## src/design/m2bsh_pkg.sv

```systemverilog
// Constants shared by the MurmurHash2 byte-stream core and its multiplier.
// No dependencies.
`timescale 1ns / 1ps

package m2bsh_pkg;

  typedef logic [31:0] word_t;

  localparam word_t       MIX_MUL         = 32'h5bd1e995;
  localparam word_t       SEED_RESET      = 32'h7870AAFF;
  localparam int unsigned WORD_SHIFT      = 24;
  localparam int unsigned END_SHIFT_A     = 13;
  localparam int unsigned END_SHIFT_B     = 15;
  localparam int unsigned LENGTH_BITS_DEF = 16;

endpackage

```

## src/design/murmur2_byte_stream_hash_core.sv

```systemverilog
// Channel | Dir | Handshake          | Payload
// in      | in  | in_valid/in_stall  | data_byte, start_of_message, message_length, last_byte
// out     | out | out_valid/out_stall| hash_value
// cfg     | in  | cfg_valid/cfg_ready| hash_seed
//
// A byte that does not complete a word or the message is merged into the word. A byte
// that completes a word takes three passes through the one shared multiplier (K1, K2,
// H1), then H2 folds k into h. A last byte that leaves a partial word takes the tail
// steps T1 and T2 in place of the word's steps; the last byte then adds the end mix
// (F1, F2) and EMIT, which hands off the result. An empty message goes straight to EMIT.
// rst_n is synchronous; the seed returns to 0x7870AAFF. A stalled result holds in
// the output register while the next item is taken; a later result waits for it.
// Depends on m2bsh_pkg and m2bsh_mul.
`timescale 1ns / 1ps

module murmur2_byte_stream_hash_core #(
  parameter int unsigned LENGTH_BITS = m2bsh_pkg::LENGTH_BITS_DEF
) (
  input  logic        clk,
  input  logic        rst_n,
  // input byte channel
  input  logic        in_valid,
  output logic        in_stall,
  input  logic [7:0]  in_data_byte,
  input  logic        in_start_of_message,
  input  logic [15:0] in_message_length,
  input  logic        in_last_byte,      // end is decided by the length count
  // result channel
  output logic        out_valid,
  input  logic        out_stall,
  output logic [31:0] out_hash_value,
  // seed register write
  input  logic        cfg_valid,
  output logic        cfg_ready,
  input  logic [31:0] cfg_hash_seed
);

  typedef enum logic [3:0] {
    S_IDLE,
    S_K1,   // k * M
    S_K2,   // (k ^ k>>24) * M
    S_H1,   // h * M, latch k
    S_H2,   // h = h*M ^ k
    S_T1,   // (h ^ tail) * M
    S_T2,   // latch tail product
    S_F1,   // (h ^ h>>13) * M
    S_F2,   // h ^ h>>15
    S_EMIT  // wait for the output register
  } state_t;

  typedef logic [LENGTH_BITS-1:0] len_t;

  state_t           state_r, state_nxt;
  m2bsh_pkg::word_t seed_r, seed_nxt;
  m2bsh_pkg::word_t h_r, h_nxt;
  m2bsh_pkg::word_t w_r, w_nxt;
  m2bsh_pkg::word_t k_r, k_nxt;
  logic [1:0]       lane_r, lane_nxt;
  len_t             rem_r, rem_nxt;
  logic             fin_r, fin_nxt;
  logic             out_valid_r, out_valid_nxt;
  m2bsh_pkg::word_t out_hash_r, out_hash_nxt;

  m2bsh_pkg::word_t mul_a;
  m2bsh_pkg::word_t mul_p;

  logic             in_acc;
  logic             out_acc;
  logic [31:0]      len_ext;
  len_t             len_m;
  m2bsh_pkg::word_t w_base, w_new, k_mix;
  logic [1:0]       lane_base, lane_new;
  len_t             rem_base, rem_new;

  m2bsh_mul u_mul (
    .clk  (clk),
    .op_a (mul_a),
    .prod (mul_p)
  );

  assign in_stall       = (state_r != S_IDLE);
  assign cfg_ready      = (state_r == S_IDLE);
  assign out_valid      = out_valid_r;
  assign out_hash_value = out_hash_r;

  assign in_acc  = in_valid && !in_stall;
  assign out_acc = out_valid_r && !out_stall;

  // Length masked to LENGTH_BITS
  assign len_ext = {16'b0, in_message_length};
  assign len_m   = len_ext[LENGTH_BITS-1:0];

  // Byte merge into the word being assembled
  always_comb begin
    w_base    = in_start_of_message ? '0 : w_r;
    lane_base = in_start_of_message ? 2'd0 : lane_r;
    rem_base  = in_start_of_message ? len_m : rem_r;
    w_new     = w_base | (32'(in_data_byte) << {lane_base, 3'b000});
    lane_new  = lane_base + 2'd1;
    rem_new   = rem_base - len_t'(1);
    k_mix     = mul_p ^ (mul_p >> m2bsh_pkg::WORD_SHIFT);
  end

  // Multiplier operand select
  always_comb begin
    case (state_r)
      S_K1:    mul_a = k_r;
      S_K2:    mul_a = k_mix;
      S_H1:    mul_a = h_r;
      S_T1:    mul_a = h_r ^ w_r;
      S_F1:    mul_a = h_r ^ (h_r >> m2bsh_pkg::END_SHIFT_A);
      default: mul_a = '0;
    endcase
  end

  // Sequencer
  always_comb begin
    state_nxt     = state_r;
    seed_nxt      = seed_r;
    h_nxt         = h_r;
    w_nxt         = w_r;
    k_nxt         = k_r;
    lane_nxt      = lane_r;
    rem_nxt       = rem_r;
    fin_nxt       = fin_r;
    out_valid_nxt = out_valid_r && !out_acc;
    out_hash_nxt  = out_hash_r;

    if (cfg_valid && cfg_ready) begin
      seed_nxt = cfg_hash_seed;
    end

    case (state_r)
      S_IDLE: begin
        if (in_acc) begin
          if (in_start_of_message && (len_m == '0)) begin
            // empty message: result 0 at once
            h_nxt     = '0;
            w_nxt     = '0;
            lane_nxt  = 2'd0;
            rem_nxt   = '0;
            state_nxt = S_EMIT;
          end else if (in_start_of_message || (rem_r != '0)) begin
            if (in_start_of_message) begin
              h_nxt = seed_r ^ 32'(len_m);
            end
            lane_nxt = lane_new;
            rem_nxt  = rem_new;
            if (lane_new == 2'd0) begin
              k_nxt     = w_new;
              w_nxt     = '0;
              fin_nxt   = (rem_new == '0);
              state_nxt = S_K1;
            end else if (rem_new == '0) begin
              w_nxt     = w_new;
              state_nxt = S_T1;
            end else begin
              w_nxt = w_new;
            end
          end
        end
      end
      S_K1: state_nxt = S_K2;
      S_K2: state_nxt = S_H1;
      S_H1: begin
        k_nxt     = mul_p;
        state_nxt = S_H2;
      end
      S_H2: begin
        h_nxt     = mul_p ^ k_r;
        state_nxt = fin_r ? S_F1 : S_IDLE;
      end
      S_T1: begin
        w_nxt     = '0;
        lane_nxt  = 2'd0;
        state_nxt = S_T2;
      end
      S_T2: begin
        h_nxt     = mul_p;
        state_nxt = S_F1;
      end
      S_F1: state_nxt = S_F2;
      S_F2: begin
        h_nxt     = mul_p ^ (mul_p >> m2bsh_pkg::END_SHIFT_B);
        state_nxt = S_EMIT;
      end
      S_EMIT: begin
        if (!out_valid_r || out_acc) begin
          out_valid_nxt = 1'b1;
          out_hash_nxt  = h_r;
          state_nxt     = S_IDLE;
        end
      end
      default: state_nxt = S_IDLE;
    endcase
  end

  // State and registered outputs
  always_ff @(posedge clk) begin
    if (!rst_n) begin
      state_r     <= S_IDLE;
      seed_r      <= m2bsh_pkg::SEED_RESET;
      h_r         <= '0;
      w_r         <= '0;
      lane_r      <= 2'd0;
      rem_r       <= '0;
      fin_r       <= 1'b0;
      out_valid_r <= 1'b0;
    end else begin
      state_r     <= state_nxt;
      seed_r      <= seed_nxt;
      h_r         <= h_nxt;
      w_r         <= w_nxt;
      lane_r      <= lane_nxt;
      rem_r       <= rem_nxt;
      fin_r       <= fin_nxt;
      out_valid_r <= out_valid_nxt;
    end
  end

  // Payload registers
  always_ff @(posedge clk) begin
    k_r        <= k_nxt;
    out_hash_r <= out_hash_nxt;
  end

endmodule

```

## src/design/m2bsh_mul.sv

```systemverilog
// Shared multiply-by-M unit: low 32 bits of operand * 0x5bd1e995, registered.
// Depends on m2bsh_pkg.
`timescale 1ns / 1ps

module m2bsh_mul (
  input  logic               clk,
  input  m2bsh_pkg::word_t   op_a,
  output m2bsh_pkg::word_t   prod
);

  m2bsh_pkg::word_t prod_r;
  m2bsh_pkg::word_t prod_nxt;

  // Modulo-2^32 product, one result per cycle
  always_comb begin
    prod_nxt = op_a * m2bsh_pkg::MIX_MUL;
  end

  always_ff @(posedge clk) begin
    prod_r <= prod_nxt;
  end

  assign prod = prod_r;

endmodule

```

## config.mk

```make
export PLATFORM = sky130hd
export DESIGN_NAME = murmur2_byte_stream_hash_core
export DESIGN_NICKNAME = d
export VERILOG_FILES = /design/src/design/m2bsh_pkg.sv /design/src/design/murmur2_byte_stream_hash_core.sv /design/src/design/m2bsh_mul.sv
export SDC_FILE = /design/constraint.sdc
export NUM_CORES = 1
export LEC_CHECK = 0
export BUFFER_PORTS_ARGS = -buffer_cell sky130_fd_sc_hd__buf_2
export CAP_MARGIN = 20
export CORE_ASPECT_RATIO = 0.5
export CORE_MARGIN = 5
export CORE_UTILIZATION = 30
export CTS_BUF_LIST = sky130_fd_sc_hd__clkbuf_4 sky130_fd_sc_hd__clkbuf_8
export DETAILED_ROUTE_END_ITERATION = 8
export SYNTH_ARGS = -nofsm -noshare
export SYNTH_HDL_FRONTEND = slang
export SYNTH_SLANG_ARGS = --single-unit
export TNS_END_PERCENT = 100
```

## constraint.sdc

```tcl
create_clock -name clk -period 7.1 [get_ports clk]
set_input_delay 0.355 -clock clk [delete_from_list [all_inputs] [get_ports clk]]
set_output_delay 0.355 -clock clk [all_outputs]
set_load 0.05 [all_outputs]
```

# [After elaboration in Yosys (flattened, before gate mapping)]
# Index checks and enable logic that the tools add are counted.
[word_totals] ff_bits=216 in_bits=63 out_inout_bits=35 elab_cells=103
[classes] add_sub_neg=2 multipliers=1 n_eq_ne=17 shifts=1 muxes=35 n_bitwise=8 reduce_logical=28
[ops] op="$mux 32" count=13
[ops] op="$pmux 32 s5" count=1
[ops] op="$pmux 32 s2" count=2
[ops] op="$pmux 32 s4" count=1
[ops] op="$xor 32x32->32" count=2
[ops] op="$mux 16" count=3
[ops] op="$pmux 4 s10" count=1
[ops] op="$logic_not 16->1" count=2
[ops] op="$mul 32x31->32 const B" count=1
[ops] op="$or 32x32->32" count=1
[ops] op="$shl 8x5->32" count=1
[ops] op="$xor 32x16->32" count=1
[ops] op="$xor 32x17->32" count=1
[ops] op="$xor 32x19->32" count=1
[ops] op="$xor 32x8->32" count=1
[ops] op="$mux 4" count=6
[ops] op="$eq 4x3->1 const B" count=4
[ops] op="$reduce_bool 16->1" count=1
[ops] op="$sub 16x1->16 const B" count=1
[ops] op="$reduce_and 5->1" count=2
[ops] op="$eq 4x2->1 const B" count=2
[ops] op="$eq 4x4->1 const B" count=2
[ops] op="$mux 2" count=4
[ops] op="$reduce_and 4->1" count=2
[ops] op="other kinds (20)" count=36

# [Longest topological paths before layout]
[depth] ltp_word=9 depth_mapped=32 ltp_nobuf=28

# [Cells and area by module]
# From an unflattened synthesis, not the netlist that was laid out.
[hier_totals] hier_cells=2181 hier_area_um2=19824.0
[modules_own_cells] mod="murmur2_byte_stream_hash_core" instances=1 cells_each=1203 area_per_inst_um2=10204.8 seq_area_each_um2=4324.1
[modules_own_cells] mod="m2bsh_mul" instances=1 cells_each=978 area_per_inst_um2=9619.2 seq_area_each_um2=640.6

# [Worst setup path after synthesis]
# No wires, ideal clock.
[synth_path] kind="reg-to-reg" from="register state_r[3]" to="register u_mul.prod_r[30], in the netlist u_mul.prod[30]" setup_ps=62 arrival_ps=7674 required_ps=7038 setup_slack_ps=-635 path_stages_with_launch=29 path_buffers=2 synth_period_minus_slack_ps=7735 path_cell_list="dfxtp_1 -> nand2b_1 -> nor3b_1 -> clkbuf_1 -> clkbuf_1 -> a22oi_1 -> o211ai_1 -> inv_1 -> fa_1 -> inv_1 -> ha_1 -> inv_1 -> fa_1 -> inv_1 -> ha_1 -> fa_1 -> fa_1 -> fa_1 -> inv_1 -> fa_1 -> inv_1 -> ha_1 -> and4_1 -> inv_1 -> o21ai_0 -> o211ai_1 -> a211o_1 -> a211o_1 -> nand3_1"
[synth_via] elab_chain_cells=3 elab_cells_between_ends=7 cone_classes="1 x mul; 5 x eq/ne; 1 x mux"
[synth_rtl] element="start: declaration" line="murmur2_byte_stream_hash_core.sv:53" rtl="state_t state_r, state_nxt;"
[synth_rtl] element="start signal: assignment" line="murmur2_byte_stream_hash_core.sv:210" rtl="state_r <= state_nxt;"
[synth_rtl] element="$eq 4x3->1, or another cell as far along" line="murmur2_byte_stream_hash_core.sv:106" rtl="case (state_r)"
[synth_rtl] element="$pmux 32 s5 (*)" line="murmur2_byte_stream_hash_core.sv:106"
[synth_rtl] element="$mul 32x31->32 (*)" line="m2bsh_mul.sv:16" rtl="prod_nxt = op_a * m2bsh_pkg::MIX_MUL;"
[synth_rtl] element="net u_mul.prod_nxt[30]" line="m2bsh_mul.sv:12" rtl="m2bsh_pkg::word_t prod_nxt;"
[synth_rtl] element="end signal: assignment" line="m2bsh_mul.sv:20" rtl="prod_r <= prod_nxt;"
[synth_rtl] element="end: declaration" line="m2bsh_mul.sv:11" rtl="m2bsh_pkg::word_t prod_r;"
# The timed path passes the listed nets; every way through them passes the cells marked *.
# A chain may end at the register's enable or synchronous reset.

# [Final worst setup path]
[layout_path] from="register state_r[3]" to="register u_mul.prod_r[31], in the netlist u_mul.prod[31]"
# The elaborated chain is that of the path after synthesis.

==> key figures <==
Outcome
  • Status: completed

Synthesis
  • Mapped Cells: 2105
  • Post-synthesis sequential area ratio: 25.3%
  • List of most frequent post-synthesis cells: 349 x inv_1, 219 x ha_1, 185 x nand2_1, 181 x fa_1, 152 x dfxtp_1
  • Ranking of synthesized cells by area: fa_1 18%, dfxtp_1 15%, ha_1 14%, edfxtp_1 9.8%, inv_1 6.7%
  • Synth Register Bits: 216
  • Mean area per synthesized cell: 9.34 sq um
  • Post-synthesis cell area: 0.0197 sq mm
  • EDFF count, synth: 64
  • Most frequent cell after synthesis: inv_1
  • Synthesized Nets: 2568
  • Async SR Flop Fraction: 0%
  • Share of the synthesized area in the top cell type: 18.4%
  • Synth area leader: fa_1
  • Yosys cell types: 75
  • Warnings from Yosys: 0
  • Predominant post-synthesis flop cell: dfxtp_1

Placed design
  • Routability Congestion: 0.931
  • Dpl ws: -0.397 ns
  • Hpwl dp: 51.4 mm
  • PortBufs: 96
  • Placed Area: 0.0225 sq mm

Routing
  • Wire per inst: 20.4 um
  • WL final: 66.7 mm
  • DR iter-0 viols: 1328
  • Routed Antenna Nets: 0
  • DR vias/cell: 5.06
  • Initial DRT Pass Iterations: 6
  • DR vias: 16571
  • Post-route DRC: 0

Power
  • Pint: 2.42 mW
  • Combinational power share: 25.4%
  • Seq pwr share: 41.3%
  • Clock share of power: 33.4%
  • Sw frac: 33.1%
  • Worst VDD drop: 102 uV
  • Pwr per Cell Area: 149 mW/mm^2
  • P_sw: 1.20 mW
  • Lkg Pwr: 11.6 nW

Setup path
  • RR Startpoint: state_r[3]
  • R2r worst-path depth: 26
  • Reg2reg setup slack: 0.01 ns
  • Setup crit start kind: flop
  • Critical Path Start: state_r[3]
  • CP endpoint: u_mul.prod[31]
  • Crit. End Element: flop
  • Crit Path Max Fanout: 6
  • Critical setup path kind: reg -> reg
  • Reg2reg end: u_mul.prod[31]
  • WP data required: 7.55 ns
  • Worst EP arrival: 7.54 ns

Clock network
  • CTS clock-pin slew for the worst setup and hold paths: 0.06 ns
  • Clock root buffer master: clkbuf_8
  • Clk_lat worst skew: 0.56 ns
  • Longest Clk Path Bufs: 3
  • TritonCTS clock tree: done
  • H-tree Lvls: 2
  • Cts bufs inserted: 39
  • Num Clock Sinks: 216

STA
  • Min Tclk post-route: 7.09 ns
  • Clk_skew: 0.0349 ns
  • Final period util: 99.8%
  • Post-Route Setup TNS: 0 ns
  • Slew Limit Fails: 0
  • Fin. Hold Viols: 0
  • Final setup viols: 0
  • FMAX: 141 MHz
  • Worst-margin pin slew: 1.16 ns
  • PnR worst setup slack: 0.0127 ns
  • Relative slew slack: 22.4%
  • RSZ-0062 raised after global routing: true

Finish
  • Multi-input gate area: 0.0136 sq mm
  • Layout cells sized above 1: 21.3%
  • Filler Cell Count: 6582
  • Final Util: 37.4%
  • Layout area overhead: 23.5%
  • Final layout net count: 2821
  • Finished Cell Area: 0.0243 sq mm
  • Reg area: 0.00498 sq mm

Die
  • Die width: 372 um
  • FP Rows: 66
  • Die span in y: 191 um
  • Starting Density: 30.3%
  • Core Area: 0.0649 sq mm
  • I/O pins: 98
  • Die area: 0.0710 sq mm

Flow run
  • Total of max-cap violations: 0

Global route
  • First-pass GRT wire length: 100 mm
  • Via count of the first global-routing pass: 16674
  • Tot GR Track Use: 18.3%
  • Initial antenna violation count: 1
  • Largest net degree at the start of global routing: 72
  • GRT Residual Overflow: 0

Hold path
  • HP Class: in -> reg
[registers in the layout (all words and copies together), names as in the netlist]
name / flops
fin_r: 1
h_r: 32
k_r: 32
lane_r: 2
out_hash_value: 32
out_valid: 1
rem_r: 16
seed_r: 32
state_r: 4
u_mul.prod: 32
w_r: 32
[routing by layer]
| metal | part of all wire, % | up-vias | global-route usage [%] |
|---|---|---|---|
| li1 | - | 7698 | - |
| met1 | 43 | 8128 | 24.4 |
| met2 | 47 | 619 | 30.9 |
| met3 | 6.8 | 126 | 2.15 |
| met4 | 3.9 | 0 | 6.73 |
| met5 | 0 | - | 0 |
[layout make-up]
cell class,instances,share of cell area [%]
clock buffer,56,2.92
antenna,1,0.0103
clock inverter,14,0.361
tap,884,4.56
sequential,216,20.5
inverter,349,5.40
timing repair buffer,316,10.3
multi-input combinational,1436,55.9
[how the worst min path moves through the flow]
stage	to	startpoint	cells after the start
floorplan	lane_r[0]	lane_r[0]	2
global placement	lane_r[0]	lane_r[0]	2
detailed placement	lane_r[0]	lane_r[0]	2
CTS	seed_r[21]	cfg_hash_seed[21]	3
global route	seed_r[21]	cfg_hash_seed[21]	3
finish	seed_r[21]	cfg_hash_seed[21]	3
[cell usage in the layout (no fill, tap or decap), types with 46 or more instances in the layout]
master	n
nand2_1	184
o21ai_0	81
xnor2_1	47
dfxtp_1	148
fa_1	171
clkbuf_8	46
edfxtp_1	64
inv_1	327
a22oi_1	58
nor2b_1	60
a21oi_1	90
ha_1	197
buf_2	96
buf_4	178
[power by group through the flow]
stage          logic (mW)  registers [mW]  clock network (mW)
2_1_floorplan       0.521            1.44                   0
3_3_place_gp        0.840            1.51                   0
3_5_place_dp        0.851            1.51                   0
4_1_cts             0.878            1.49                1.24
5_1_grt              1.01            1.50                1.30
6_report            0.918            1.49                1.21
[stage by stage]
step	std cells	hold WS [ns]	total power, mW
after floorplan	2105	0.430	1.96
after global placement	3160	0.441	2.35
after detailed placement	3161	0.450	2.36
after CTS	3251	0.000649	3.60
after global routing	3272	0.0188	3.80
final	3272	0.0348	3.62
[cells by family after synthesis]
logic type      Yosys count  share of synthesized area, %
xor+xnor                 92                          4.17
flops                   216                          25.3
fa+ha+maj               400                          32.4
simple gates            446                          11.8
buf+inv                 453                          8.71
mux                      16                         0.834
compound gates          482                          16.9
[critical path, stage by stage, from the launching register on]
cell	delay (ns)
dfxtp_2	0.33
nand2b_4	0.16
nor3b_4	0.24
buf_12	0.17
buf_12	0.11
a22oi_1	0.08
o211ai_1	0.27
buf_4	0.20
inv_2	0.04
fa_1	0.54
inv_2	0.07
fa_1	0.50
fa_1	0.56
inv_1	0.06
fa_1	0.50
fa_1	0.45
fa_1	0.55
fa_1	0.44
fa_2	0.36
xnor2_2	0.15
xnor2_2	0.15
xnor2_1	0.19
xnor2_1	0.15
xnor2_1	0.15
xnor2_1	0.16
xnor3_1	0.25
xnor2_1	0.14
[repair_timing]
item / 4_1_cts / 5_1_grt
endpoints found under the hold margin: 2 / 0
cloned: 1 / 2
pin swaps: 18 / 54
endpoints found under the setup margin: 12 / 12
hold buffers: 2 / 0
buffers inserted: 18 / 18
gates resized for setup: 41 / 95
No activity file was read; power rests on OpenSTA's default activity.
